### config.mk
export PLATFORM = sky130hd
export DESIGN_NAME = reader_writer_lock_manager_top
export DESIGN_NICKNAME = d
export VERILOG_FILES = /design/src/hw/rtl/rwl_pkg.sv /design/src/hw/rtl/reader_writer_lock_manager_top.sv
export SDC_FILE = /design/constraint.sdc
export NUM_CORES = 1
export LEC_CHECK = 0
export ABC_AREA = 1
export CAP_MARGIN = 20
export CORE_ASPECT_RATIO = 1.5
export CORE_MARGIN = 4
export CORE_UTILIZATION = 60
export CTS_CLUSTER_DIAMETER = 50
export DETAILED_ROUTE_END_ITERATION = 12
export DONT_BUFFER_PORTS = 1
export MAX_ROUTING_LAYER = met4
export PLACE_DENSITY = 0.85
export SKIP_CTS_REPAIR_TIMING = 1
export SLEW_MARGIN = 20
export SYNTH_ARGS = -nofsm -noshare
export SYNTH_HDL_FRONTEND = slang
export SYNTH_SLANG_ARGS = --single-unit
### constraint.sdc
create_clock -name clk -period 3.15 [get_ports clk]
set_clock_uncertainty 0.2 [all_clocks]
set_input_delay 0.63 -clock clk [delete_from_list [all_inputs] [get_ports clk]]
set_output_delay 0.63 -clock clk [all_outputs]
set_load 0.005 [all_outputs]
### src/hw/rtl/rwl_pkg.sv
// Shared types, sizes and codes for the reader-writer lock manager.
package rwl_pkg;

	// Sizing
	localparam int QUEUE_DEPTH = 16;
	localparam int MAX_SHARED  = 255;
	localparam int QW = (QUEUE_DEPTH > 1) ? $clog2(QUEUE_DEPTH) : 1;
	localparam int CW = $clog2(QUEUE_DEPTH + 1);
	localparam int HW = $clog2(MAX_SHARED + 1);
	localparam int SW = CW + 1;
	localparam int TAG_W = 8;

	// Request functions
	typedef enum logic [2:0] {
		F_LOCK_EX   = 3'd0,
		F_LOCK_SH   = 3'd1,
		F_TRY_EX    = 3'd2,
		F_TRY_SH    = 3'd3,
		F_UNLOCK_EX = 3'd4,
		F_UNLOCK_SH = 3'd5
	} func_t;

	// Result status codes
	typedef enum logic [2:0] {
		ST_ACQUIRED = 3'd0,
		ST_QUEUED   = 3'd1,
		ST_REFUSED  = 3'd2,
		ST_RELEASED = 3'd3,
		ST_MISUSE   = 3'd4,
		ST_FULL     = 3'd5
	} status_t;

	// Result kinds
	typedef enum logic {
		K_REPLY = 1'b0,
		K_GRANT = 1'b1
	} kind_t;

	// Input transfer payload
	typedef struct packed {
		logic [2:0]       func;
		logic [TAG_W-1:0] request_tag;
	} req_t;

	// Result transfer payload
	typedef struct packed {
		logic             kind;
		logic [2:0]       status;
		logic [TAG_W-1:0] grant_tag;
		logic             grant_shared;
		logic             last;
	} res_t;

endpackage

### src/hw/rtl/reader_writer_lock_manager_top.sv
// Reader-writer lock manager: FIFO waiter queue in a synchronous memory.
// The reply is registered and strobes in the cycle after the request transfer.
// A request that resumes no waiter leaves busy low, so the next request can follow; a release
// that resumes waiters holds busy through S_READ and S_RUN (one read of the queue memory per
// grant), and through S_FLUSH where a shared run ends, and takes no request meanwhile.
// Reset clears holder, queue and segment counters at once; queue memory is not cleared.
// Results are strobed for one cycle; the receiver cannot stall them.
module reader_writer_lock_manager_top (
	input  logic          clk,
	input  logic          arst_n,
	input  logic          start,
	input  rwl_pkg::req_t request,
	output logic          busy,
	output logic          valid,
	output rwl_pkg::res_t result
);
	import rwl_pkg::*;

	typedef enum logic [3:0] {
		S_IDLE  = 4'b0001,
		S_READ  = 4'b0010,
		S_RUN   = 4'b0100,
		S_FLUSH = 4'b1000
	} state_t;

	// Control state
	state_t        state_q, n_state;
	logic [HW-1:0] holder_q, n_holder;
	logic          excl_q, n_excl;
	logic [QW-1:0] head_q, n_head;
	logic [CW-1:0] count_q, n_count;
	logic [CW-1:0] pend_q, n_pend;
	logic          first_q, n_first;
	logic          valid_q, n_valid;

	// Payload registers
	res_t             result_q, n_result;
	logic [TAG_W-1:0] hold_tag_q, n_hold_tag;
	logic [TAG_W:0]   rd_q;

	// Queue memory: {shared, tag}
	logic [TAG_W:0] mem [QUEUE_DEPTH];
	logic           push_en;
	logic [QW-1:0]  push_slot;
	logic [TAG_W:0] push_data;
	logic [QW-1:0]  rd_addr;

	logic          accept;
	logic          free_excl, free_sh;
	logic [QW-1:0] head_inc;
	logic [SW-1:0] slot_sum;
	logic          e_sh;
	logic          cont;

	assign accept    = start && (state_q == S_IDLE);
	assign free_excl = (holder_q == '0) && !excl_q;
	assign free_sh   = !excl_q && (count_q == '0);
	assign head_inc  = (head_q == QW'(QUEUE_DEPTH - 1)) ? '0 : head_q + 1'b1;
	assign slot_sum  = SW'(head_q) + SW'(count_q);
	assign push_slot = (slot_sum >= SW'(QUEUE_DEPTH)) ?
		QW'(slot_sum - SW'(QUEUE_DEPTH)) : QW'(slot_sum);
	assign e_sh      = rd_q[TAG_W];
	assign cont      = (pend_q != CW'(1)) && (holder_q < HW'(MAX_SHARED - 1));

	// Request decode and resumption sequencer
	always_comb begin
		n_state    = state_q;
		n_holder   = holder_q;
		n_excl     = excl_q;
		n_head     = head_q;
		n_count    = count_q;
		n_pend     = pend_q;
		n_first    = first_q;
		n_valid    = 1'b0;
		n_result   = result_q;
		n_hold_tag = hold_tag_q;
		push_en    = 1'b0;
		push_data  = {1'b0, request.request_tag};
		rd_addr    = head_q;
		unique case (state_q)
			S_IDLE: begin
				if (accept) begin
					n_valid               = 1'b1;
					n_result.kind         = K_REPLY;
					n_result.grant_tag    = request.request_tag;
					n_result.grant_shared = 1'b0;
					n_result.last         = 1'b1;
					n_result.status       = ST_MISUSE;
					unique case (request.func)
						F_LOCK_EX, F_TRY_EX: begin
							if (free_excl) begin
								n_excl          = 1'b1;
								n_result.status = ST_ACQUIRED;
							end else if (request.func == F_TRY_EX) begin
								n_result.status = ST_REFUSED;
							end else if (count_q == CW'(QUEUE_DEPTH)) begin
								n_result.status = ST_FULL;
							end else begin
								push_en         = 1'b1;
								push_data       = {1'b0, request.request_tag};
								n_count         = count_q + 1'b1;
								n_result.status = ST_QUEUED;
							end
						end
						F_LOCK_SH, F_TRY_SH: begin
							if (free_sh) begin
								if (holder_q < HW'(MAX_SHARED)) begin
									n_holder        = holder_q + 1'b1;
									n_result.status = ST_ACQUIRED;
								end else begin
									n_result.status = ST_REFUSED;
								end
							end else if (request.func == F_TRY_SH) begin
								n_result.status = ST_REFUSED;
							end else if (count_q == CW'(QUEUE_DEPTH)) begin
								n_result.status = ST_FULL;
							end else begin
								push_en         = 1'b1;
								push_data       = {1'b1, request.request_tag};
								n_count         = count_q + 1'b1;
								n_result.status = ST_QUEUED;
							end
						end
						F_UNLOCK_EX: begin
							if (excl_q) begin
								n_excl          = 1'b0;
								n_result.status = ST_RELEASED;
								if (count_q != '0) begin
									n_result.last = 1'b0;
									n_state       = S_READ;
									if (pend_q == '0) n_pend = count_q;
								end
							end
						end
						F_UNLOCK_SH: begin
							if (!excl_q && holder_q != '0) begin
								n_holder        = holder_q - 1'b1;
								n_result.status = ST_RELEASED;
								if (holder_q == HW'(1) && count_q != '0) begin
									n_result.last = 1'b0;
									n_state       = S_READ;
									if (pend_q == '0) n_pend = count_q;
								end
							end
						end
						default: n_result.status = ST_MISUSE;
					endcase
				end
			end
			S_READ: begin
				rd_addr = head_q;
				n_first = 1'b1;
				n_state = S_RUN;
			end
			S_RUN: begin
				n_result.kind   = K_GRANT;
				n_result.status = ST_ACQUIRED;
				if (first_q && !e_sh) begin
					// exclusive head is granted alone
					n_valid               = 1'b1;
					n_result.grant_tag    = rd_q[TAG_W-1:0];
					n_result.grant_shared = 1'b0;
					n_result.last         = 1'b1;
					n_excl                = 1'b1;
					n_head                = head_inc;
					n_count               = count_q - 1'b1;
					n_pend                = pend_q - 1'b1;
					n_state               = S_IDLE;
				end else if (e_sh) begin
					// shared waiter joins the run; previous grant goes out
					if (!first_q) begin
						n_valid               = 1'b1;
						n_result.grant_tag    = hold_tag_q;
						n_result.grant_shared = 1'b1;
						n_result.last         = 1'b0;
					end
					n_hold_tag = rd_q[TAG_W-1:0];
					n_holder   = holder_q + 1'b1;
					n_head     = head_inc;
					n_count    = count_q - 1'b1;
					n_pend     = pend_q - 1'b1;
					n_first    = 1'b0;
					rd_addr    = head_inc;
					n_state    = cont ? S_RUN : S_FLUSH;
				end else begin
					// exclusive waiter ends the shared run
					n_valid               = 1'b1;
					n_result.grant_tag    = hold_tag_q;
					n_result.grant_shared = 1'b1;
					n_result.last         = 1'b1;
					n_state               = S_IDLE;
				end
			end
			S_FLUSH: begin
				n_valid               = 1'b1;
				n_result.kind         = K_GRANT;
				n_result.status       = ST_ACQUIRED;
				n_result.grant_tag    = hold_tag_q;
				n_result.grant_shared = 1'b1;
				n_result.last         = 1'b1;
				n_state               = S_IDLE;
			end
			default: n_state = S_IDLE;
		endcase
	end

	// Control registers
	always_ff @(posedge clk or negedge arst_n) begin
		if (!arst_n) begin
			state_q  <= S_IDLE;
			holder_q <= '0;
			excl_q   <= 1'b0;
			head_q   <= '0;
			count_q  <= '0;
			pend_q   <= '0;
			first_q  <= 1'b0;
			valid_q  <= 1'b0;
		end else begin
			state_q  <= n_state;
			holder_q <= n_holder;
			excl_q   <= n_excl;
			head_q   <= n_head;
			count_q  <= n_count;
			pend_q   <= n_pend;
			first_q  <= n_first;
			valid_q  <= n_valid;
		end
	end

	// Payload registers
	always_ff @(posedge clk) begin
		result_q   <= n_result;
		hold_tag_q <= n_hold_tag;
	end

	// Queue memory, registered read
	always_ff @(posedge clk) begin
		if (push_en) mem[push_slot] <= push_data;
		rd_q <= mem[rd_addr];
	end

	assign busy   = (state_q != S_IDLE);
	assign valid  = valid_q;
	assign result = result_q;

	// Checks
	a_grant_acquired: assert property (@(posedge clk) disable iff (!arst_n)
		valid && result.kind == K_GRANT |-> result.status == ST_ACQUIRED)
		else $error("grant with status other than acquired");
	a_excl_alone: assert property (@(posedge clk) disable iff (!arst_n)
		!(excl_q && holder_q != '0))
		else $error("exclusive holder alongside shared holders");
	a_counts: assert property (@(posedge clk) disable iff (!arst_n)
		count_q <= CW'(QUEUE_DEPTH) && pend_q <= count_q)
		else $error("queue or segment count out of range");
	a_reply_follows: assert property (@(posedge clk) disable iff (!arst_n)
		start && !busy |=> valid && result.kind == K_REPLY)
		else $error("accepted request without reply");
	a_read_then_run: assert property (@(posedge clk) disable iff (!arst_n)
		state_q == S_READ |=> state_q == S_RUN && first_q)
		else $error("queue read not followed by grant step");

endmodule

==> results of run 1 <==
==> cells by family (layout without fill, tap and decap cells) <==
group | after synthesis | after routing | synth area share
AOI/OAI and AO/OA | 56 | 56 | 0.0363
and+or+nand+nor | 525 | 525 | 0.248
DFF | 204 | 204 | 0.590
buffers and inverters | 221 | 255 | 0.0907
xor gates and xnor gates | 17 | 17 | 0.0149
adders and majority gates | 15 | 15 | 0.0203
==> per-stage QoR <==
stage          cells  area (um2)  hold slack [ns]  worst slack, ns
2_1_floorplan   1038        9990            0.134            0.597
5_1_grt         1278       11000           0.0233            0.241
3_5_place_dp    1240       10300            0.135            0.507
3_3_place_gp    1240       10300            0.135            0.581
4_1_cts         1276       11000           -0.374            0.415
6_report        1278       11000           0.0379            0.360
==> layout make-up <==
| type | count | area (um2) |
|---|---|---|
| Multi-Input combinational cell | 613 | 3190 |
| Timing Repair Buffer | 29 | 245 |
| Sequential cell | 204 | 5890 |
| Tap cell | 206 | 258 |
| Fill cell | 1181 | 5260 |
| Clock inverter | 12 | 143 |
| Clock buffer | 24 | 557 |
| Inverter | 190 | 716 |
==> placed cells by master, fill, tap and decap left out, types with 2 or more instances in the layout <==
cell type   count
a21oi_1         4
a21oi_2         2
a22oi_1         2
buf_12          2
buf_4          26
bufinv_16       3
clkbuf_16      21
clkbuf_8        2
clkinv_2        5
clkinvlp_4      2
dfrtp_1        28
dfxtp_1         9
edfxtp_1      166
fa_1            2
ha_1           13
inv_1         184
inv_2           5
nand2_1       204
nand2_2         7
nand2_4         4
nand3_1       207
nand3_2         5
nand3b_1       20
nand4_1        10
nor2_1         50
nor2_2          3
nor2_4          3
nor3_1          7
nor4_1          2
o211ai_1        2
o21ai_0        29
o21ai_1         4
o21ai_4         2
o221ai_1        2
o22ai_1         2
xnor2_1         6
xor2_1         11
==> routing by layer <==
layer | track usage | wire, um | up-vias
met3 | 0.0354 | 2100 | 125
met1 | 0.303 | 8110 | 3538
li1 | - | - | 3478
met2 | 0.474 | 13200 | 429
met4 | 0.180 | 1870 | 0
met5 | - | 0 | -
==> worst reg2reg max path, stage by stage, from the launching register on <==
cell,delay [ns]
dfrtp_1,0.43
nor2_1,0.17
nand3_2,0.19
inv_2,0.19
nand2_2,0.12
nor2_1,0.11
o21ai_1,0.08
o21ai_2,0.31
nand3_2,0.18
nor2_1,0.26
buf_4,0.25
==> power by group through the flow <==
| stage | Clock [mW] | Sequential [mW] | Combinational (mW) |
|---|---|---|---|
| after floorplan | 0 | 3.40 | 1.35 |
| after global placement | 0 | 3.50 | 1.66 |
| after detailed placement | 0 | 3.51 | 1.70 |
| after CTS | 2.53 | 3.45 | 1.73 |
| after global routing | 2.65 | 3.49 | 1.99 |
| final | 2.51 | 3.46 | 1.77 |
==> registers in the layout (all words and copies together) (netlist names) <==
signal      flops
valid           1
first_q         1
state_q         4
head_q          4
pend_q          5
holder_q        8
mem           144
hold_tag_q      8
rd_q            9
result         14
excl_q          1
count_q         5
==> worst min-delay path by stage <==
stage,start,end
final,request[5],mem[0][5]
after global placement,arst_n,holder_q[6]
after detailed placement,arst_n,holder_q[5]
after global routing,request[3],mem[3][3]
after CTS,arst_n,head_q[2]
after floorplan,arst_n,count_q[0]
==> summary.txt, run 1 <==
Place
  – RD Place Congestion: just under 1
  – Input/output buffers: 0
  – DP Wirelength: approximately 17,000 um

Power and ir drop
  – Clock group share of total power: 0.325
  – Switch share: 0.318
  – Leak Pwr: 4.74 nW
  – Total power: 7.74 mW
  – Internal: roughly 5.3 mW
  – Comb pwr share: 0.229
  – PwrDens: between 700 and 800 nW/um2
  – VDD IR max: 0.614 mV
  – NetSw: 2.46 mW
  – Seq pwr share: 0.447

Detailed routing
  – Initial DRC count: 889
  – Detailed Routing Iterations Pass 1: 7
  – Routed len/inst: 19.8 um
  – Vias: around 7,600
  – Final wirelength: about 25,000 um
  – Drt via density: around 5.9
  – Number of routed nets with antenna violations: 0
  – # DRC: 0

Clock network
  – Clock tree root driver cell: clkbuf_16
  – CTS clk-pin slew, worst paths: approximately 0.060 ns
  – Clk sink count: 204
  – CTS tree: yes
  – Clock Path Buffers: 3
  – Later-pin clock latency in the skew report: between 0.4 and 0.5 ns
  – Htree depth: 1
  – Number of CTS-inserted buffers: 20

Synthesis
  – Most common cell in the netlist: nand3_1
  – EDFF count, synth: ~170
  – Post-synth top area share: 0.499
  – Synth area leaders: edfxtp_1, nand3_1, nand2_1, dfrtp_1, inv_1
  – Flops & latches, synth: a little over 200
  – Dominant cell type by area after synthesis: edfxtp_1
  – Seq/Total Area, Yosys: 0.590
  – Top cells by count, synth: nand3_1, nand2_1, inv_1, edfxtp_1, nor2_1
  – Synthesized area: around 10000 um2
  – Top FF cell, synth: edfxtp_1
  – Async SR Flop Fraction: 0.142
  – Distinct cell type count after synthesis: 47
  – Post-Syn Nets: around 1,100
  – Syn Area/Cell: ~9.6 um2
  – Syn Inst Count: ~1,000
  – YS warnings: 0

Setup path
  – Reg2Reg Setup Slack: 0.36 ns
  – Critical Path RT: ~3.1 ns
  – R2R Path Start: state_q[2]
  – Crit path depth: 10
  – Critical path's top delay family: simple AND/OR/NAND/NOR gates
  – CP cell instances: nor2_1, nand3_2, inv_2, nand2_2, nor2_1, o21ai_1, o21ai_2, nand3_2, nor2_1, buf_4
  – Worst reg2reg endpoint: mem[15][8]
  – Setup CP Type: reg2reg
  – CP bufs+invs: 2
  – Critical Path Slowest Stage Cell: dfrtp_1
  – CP peak stage delay: between 0.4 and 0.5 ns
  – CP startpoint kind: register
  – R2r worst-path depth: 10
  – CP endpoint kind: register
  – Crit Path Max Fanout: 9
  – Worst EP arrival: 2.78 ns
  – Critical path destination: mem[15][8]
  – Critical path startpoint: state_q[2]
  – Most used cell, CP: nor2_1

Hold path
  – Hold WC Path Type: in2reg
  – Hold Path Depth: 0

Layout
  – Fin nets: roughly 1,100
  – Post-layout util: 0.677
  – Share of cells above drive strength 1: 0.0933
  – Antenna Cells: 0
  – Area grow syn2layout: 10.1%

GRT
  – Global-route wire length before repair: a little under 40,000 um
  – GRT Total Usage: 0.278
  – Largest net degree at the start of global routing: 37
  – Antenna violations before repair: 0
  – Congestion Overflow GR: 0
  – Number of global-route vias before repair: 7,566

Floorplanning
  – Core area: roughly 16,000 um2
  – Total die area: between 15,000 and 20,000 um2
  – IO Pins: 30
  – Chip width: about 110 um
  – Initial Utilization: 0.614
  – Die Y: roughly 170 um
  – Row count: 57

STA
  – Fmax: between 0.3 and 0.4 GHz
  – Period utilization: 0.886
  – Post-route minimum period: approximately 2.8 ns
  – Final setup vio count: 0
  – RSZ-0062 raised after global routing: false
  – Setup TNS: 0 ns
  – Final Slew Violations: 0
  – Slew margin rel.: 0.261
  – Fin. Hold Viols: 0
  – Worst Max-Slew Pin Slew: around 1.1 ns

Job
  – Maxcap violations: 0

Outcome
  – Outcome: finished, final reports clean
Power figures use the tool's default switching activity.
==> run 2: changes to the inputs <==
--- a/config.mk
+++ b/config.mk
@@ -9,10 +9,11 @@
 export CAP_MARGIN = 20
 export CORE_ASPECT_RATIO = 1.5
 export CORE_MARGIN = 4
-export CORE_UTILIZATION = 60
+export CORE_UTILIZATION = 58
 export CTS_CLUSTER_DIAMETER = 50
 export DETAILED_ROUTE_END_ITERATION = 12
 export DONT_BUFFER_PORTS = 1
+export GPL_TIMING_DRIVEN = 0
 export MAX_ROUTING_LAYER = met4
 export PLACE_DENSITY = 0.85
 export SKIP_CTS_REPAIR_TIMING = 1
==> constraint.sdc (replaced) <==
create_clock -name clk -period 2.3 [get_ports clk]
set_clock_uncertainty 0.2 [all_clocks]
set_input_delay 0.46 -clock clk [delete_from_list [all_inputs] [get_ports clk]]
set_output_delay 0.46 -clock clk [all_outputs]
set_load 0.005 [all_outputs]
==> summary.txt, run 2 (synthesis gave the netlist of run 1 again) <==
Setup path
  – CP bufs+invs: 3 (+1)
  – Reg2Reg Setup Slack: -0.32 ns (-0.68 ns)
  – R2R Path Start: head_q[0]
  – Worst reg2reg endpoint: mem[8][0]
  – Worst EP arrival: 2.59 ns (-0.19 ns)
  – Setup CP Type: reg2reg
  – Critical path startpoint: head_q[0]
  – Crit path depth: 9 (-1)
  – CP peak stage delay: 0.45 ns (+0.02 ns)
  – Critical Path RT: 2.27 ns (-0.87 ns)
  – CP cell instances: buf_12, ha_4, fa_2, xnor2_4, inv_2, nor2_4, nand2_4, buf_12, nor2_4
  – Critical Path Slowest Stage Cell: dfrtp_2
  – R2r worst-path depth: 9 (-1)
  – Critical path's top delay family: adder cells
  – CP startpoint kind: register
  – Critical path destination: mem[8][0]
  – CP endpoint kind: register
  – Crit Path Max Fanout: 5 (-4)

Power and ir drop
  – Switch share: 0.354 (+0.0364)
  – VDD IR max: 0.813 mV (+32%)
  – PwrDens: 946 nW/um2 (+35%)
  – Comb pwr share: 0.322 (+0.093)
  – NetSw: 4.11 mW (+67%)
  – Leak Pwr: 5.16 nW (+8.9%)
  – Seq pwr share: 0.403 (-0.044)
  – Internal: 7.50 mW (+42%)
  – Clock group share of total power: 0.274 (-0.051)

Floorplanning
  – Row count: 58 (+1.8%)
  – Die Y: 169 um (+1.6%)
  – Chip width: 115 um (+1.6%)
  – Core area: 16,800 um2 (+3.5%)
  – Initial Utilization: 0.593 (-0.0210)
  – IO Pins: 30 (unchanged)
  – Total die area: 19,400 um2 (+3.2%)

Layout
  – Post-layout util: 0.729 (+0.0525)
  – Top reg by flops: mem
  – Area grow syn2layout: 22.9%
  – Register area: 5910 um2 (+0.25%)
  – Area of the multi-input gates: 3760 um2 (+18%)
  – Most frequent cells in the layout: nand2_1, nand3_1, inv_1
  – Most common cell after layout, fill and taps aside: nand2_1
  – Max FFs per register: 144 (unchanged)
  – Fin nets: 1,156 (+6.3%)
  – Fillers: 1,018 (-14%)
  – Share of cells above drive strength 1: 0.206 (+0.113)

Detailed routing
  – # DRC: 0 (unchanged)
  – Number of routed nets with antenna violations: 0 (unchanged)
  – Final wirelength: 31,200 um (+23%)
  – Detailed Routing Iterations Pass 1: 5 (-2)
  – Vias: 8,472 (+12%)
  – Initial DRC count: 1,047 (+18%)
  – Drt via density: 6.25 (+5.6%)
  – Routed len/inst: 23.0 um (+16%)

GRT
  – Antenna violations before repair: 3 (+3)
  – Largest net degree at the start of global routing: 30 (-19%)
  – GRT Total Usage: 0.266 (-0.0121)
  – Global-route wire length before repair: 38,800 um (-1.7%)
  – Congestion Overflow GR: 0 (unchanged)
  – Number of global-route vias before repair: 7,476 (-1.2%)

Clock network
  – Number of CTS-inserted buffers: 19 (-5.0%)
  – Clock Path Buffers: 3 (unchanged)
  – Clock tree root driver cell: clkbuf_16
  – Clk sink count: 204 (unchanged)
  – Later-pin clock latency in the skew report: 0.49 ns (about the same)
  – Htree depth: 1 (unchanged)
  – CTS clk-pin slew, worst paths: 0.07 ns (about the same)
  – CTS tree: yes

STA
  – Post-route worst setup slack: -0.322 ns (-0.682 ns)
  – Fmax: 0.381 GHz (+6.4%)
  – Final setup vio count: 153 (+153)
  – Worst Max-Slew Pin Slew: 1.03 ns (-0.0766 ns)
  – Fin. Hold Viols: 0 (unchanged)
  – Final Slew Violations: 0 (unchanged)
  – Post-route minimum period: 2.62 ns (-0.168 ns)
  – Period utilization: 1.14 (+0.254)
  – RSZ-0062 raised after global routing: true
  – Hold slack final: 0.00462 ns (-0.0332 ns)
  – Slew margin rel.: 0.313 (+0.0520)

Place
  – Input/output buffers: 0 (unchanged)
  – DP Wirelength: 17,000 um (+2.0%)
  – RD Place Congestion: 0.967 (-0.31%)

Job
  – Maxcap violations: 0 (unchanged)

Hold path
  – Hold WC Path Type: in2reg

Outcome
  – Failing checks: negative setup slack
  – Outcome: complete, but fails checks
run 2: changes by cell type in the layout (fill, tap and decap cells not counted), sizes merged, moves of 4 or more:
cell and change:
buf +50, dlygate4sd3 +10, clkbuf +9, diode +6, nor2 +4
run 2: layer usage:
metal	track usage	up-vias	wire [um]	share of wire
li1	-	3636	-	-
met1	0.289	3990	9710	0.31
met2	0.463	636	15700	0.50
met3	0.0308	210	2770	0.089
met4	0.155	0	2950	0.095
met5	-	-	0	0
run 2: through the flow:
| step | instances | worst slack [ns] | TNS [ns] | power (mW) | instance area (um2) |
|---|---|---|---|---|---|
| detailed placement | 1248 | -0.793 | -94.32 | 7.20 | 10300 |
| CTS | 1281 | -0.808 | -97.74 | 10.3 | 10900 |
| global route | 1355 | -0.364 | -34.54 | 12.0 | 12300 |
| finish | 1355 | -0.322 | -29.46 | 11.6 | 12300 |
| global placement | 1248 | -0.714 | -85.07 | 7.10 | 10300 |
| floorplan | 1038 | -0.128 | -13.59 | 6.54 | 10000 |
run 2: area by class of cell:
class                   count  share of cell area
diodes                      6             0.00122
plain buffers              31              0.0177
clock buffers              27              0.0453
clock inverters             6             0.00499
inverters                 190              0.0589
multi-input cells         617               0.306
flip-flops and latches    204               0.481
well taps                 210              0.0214
repair buffers             64              0.0631
run 2: how the worst min path moves through the flow:
stage                   to  slack [ns]       start  cells after the start
3_3_place_gp   holder_q[5]       -0.03      arst_n                      0
5_1_grt          result[6]       -0.02  request[4]                      2
6_report         result[6]       0.005  request[4]                      2
2_1_floorplan   count_q[0]       -0.04      arst_n                      0
4_1_cts        holder_q[4]       -0.54      arst_n                      0
3_5_place_dp   holder_q[6]       -0.03      arst_n                      0
run 2: power groups by stage:
stage | Sequential [mW] | Clock (mW) | Combinational, mW
after floorplan | 4.66 | 0 | 1.88
after global placement | 4.73 | 0 | 2.37
after detailed placement | 4.74 | 0 | 2.45
after CTS | 4.67 | 3.13 | 2.48
after global routing | 4.71 | 3.32 | 3.99
final | 4.68 | 3.18 | 3.74
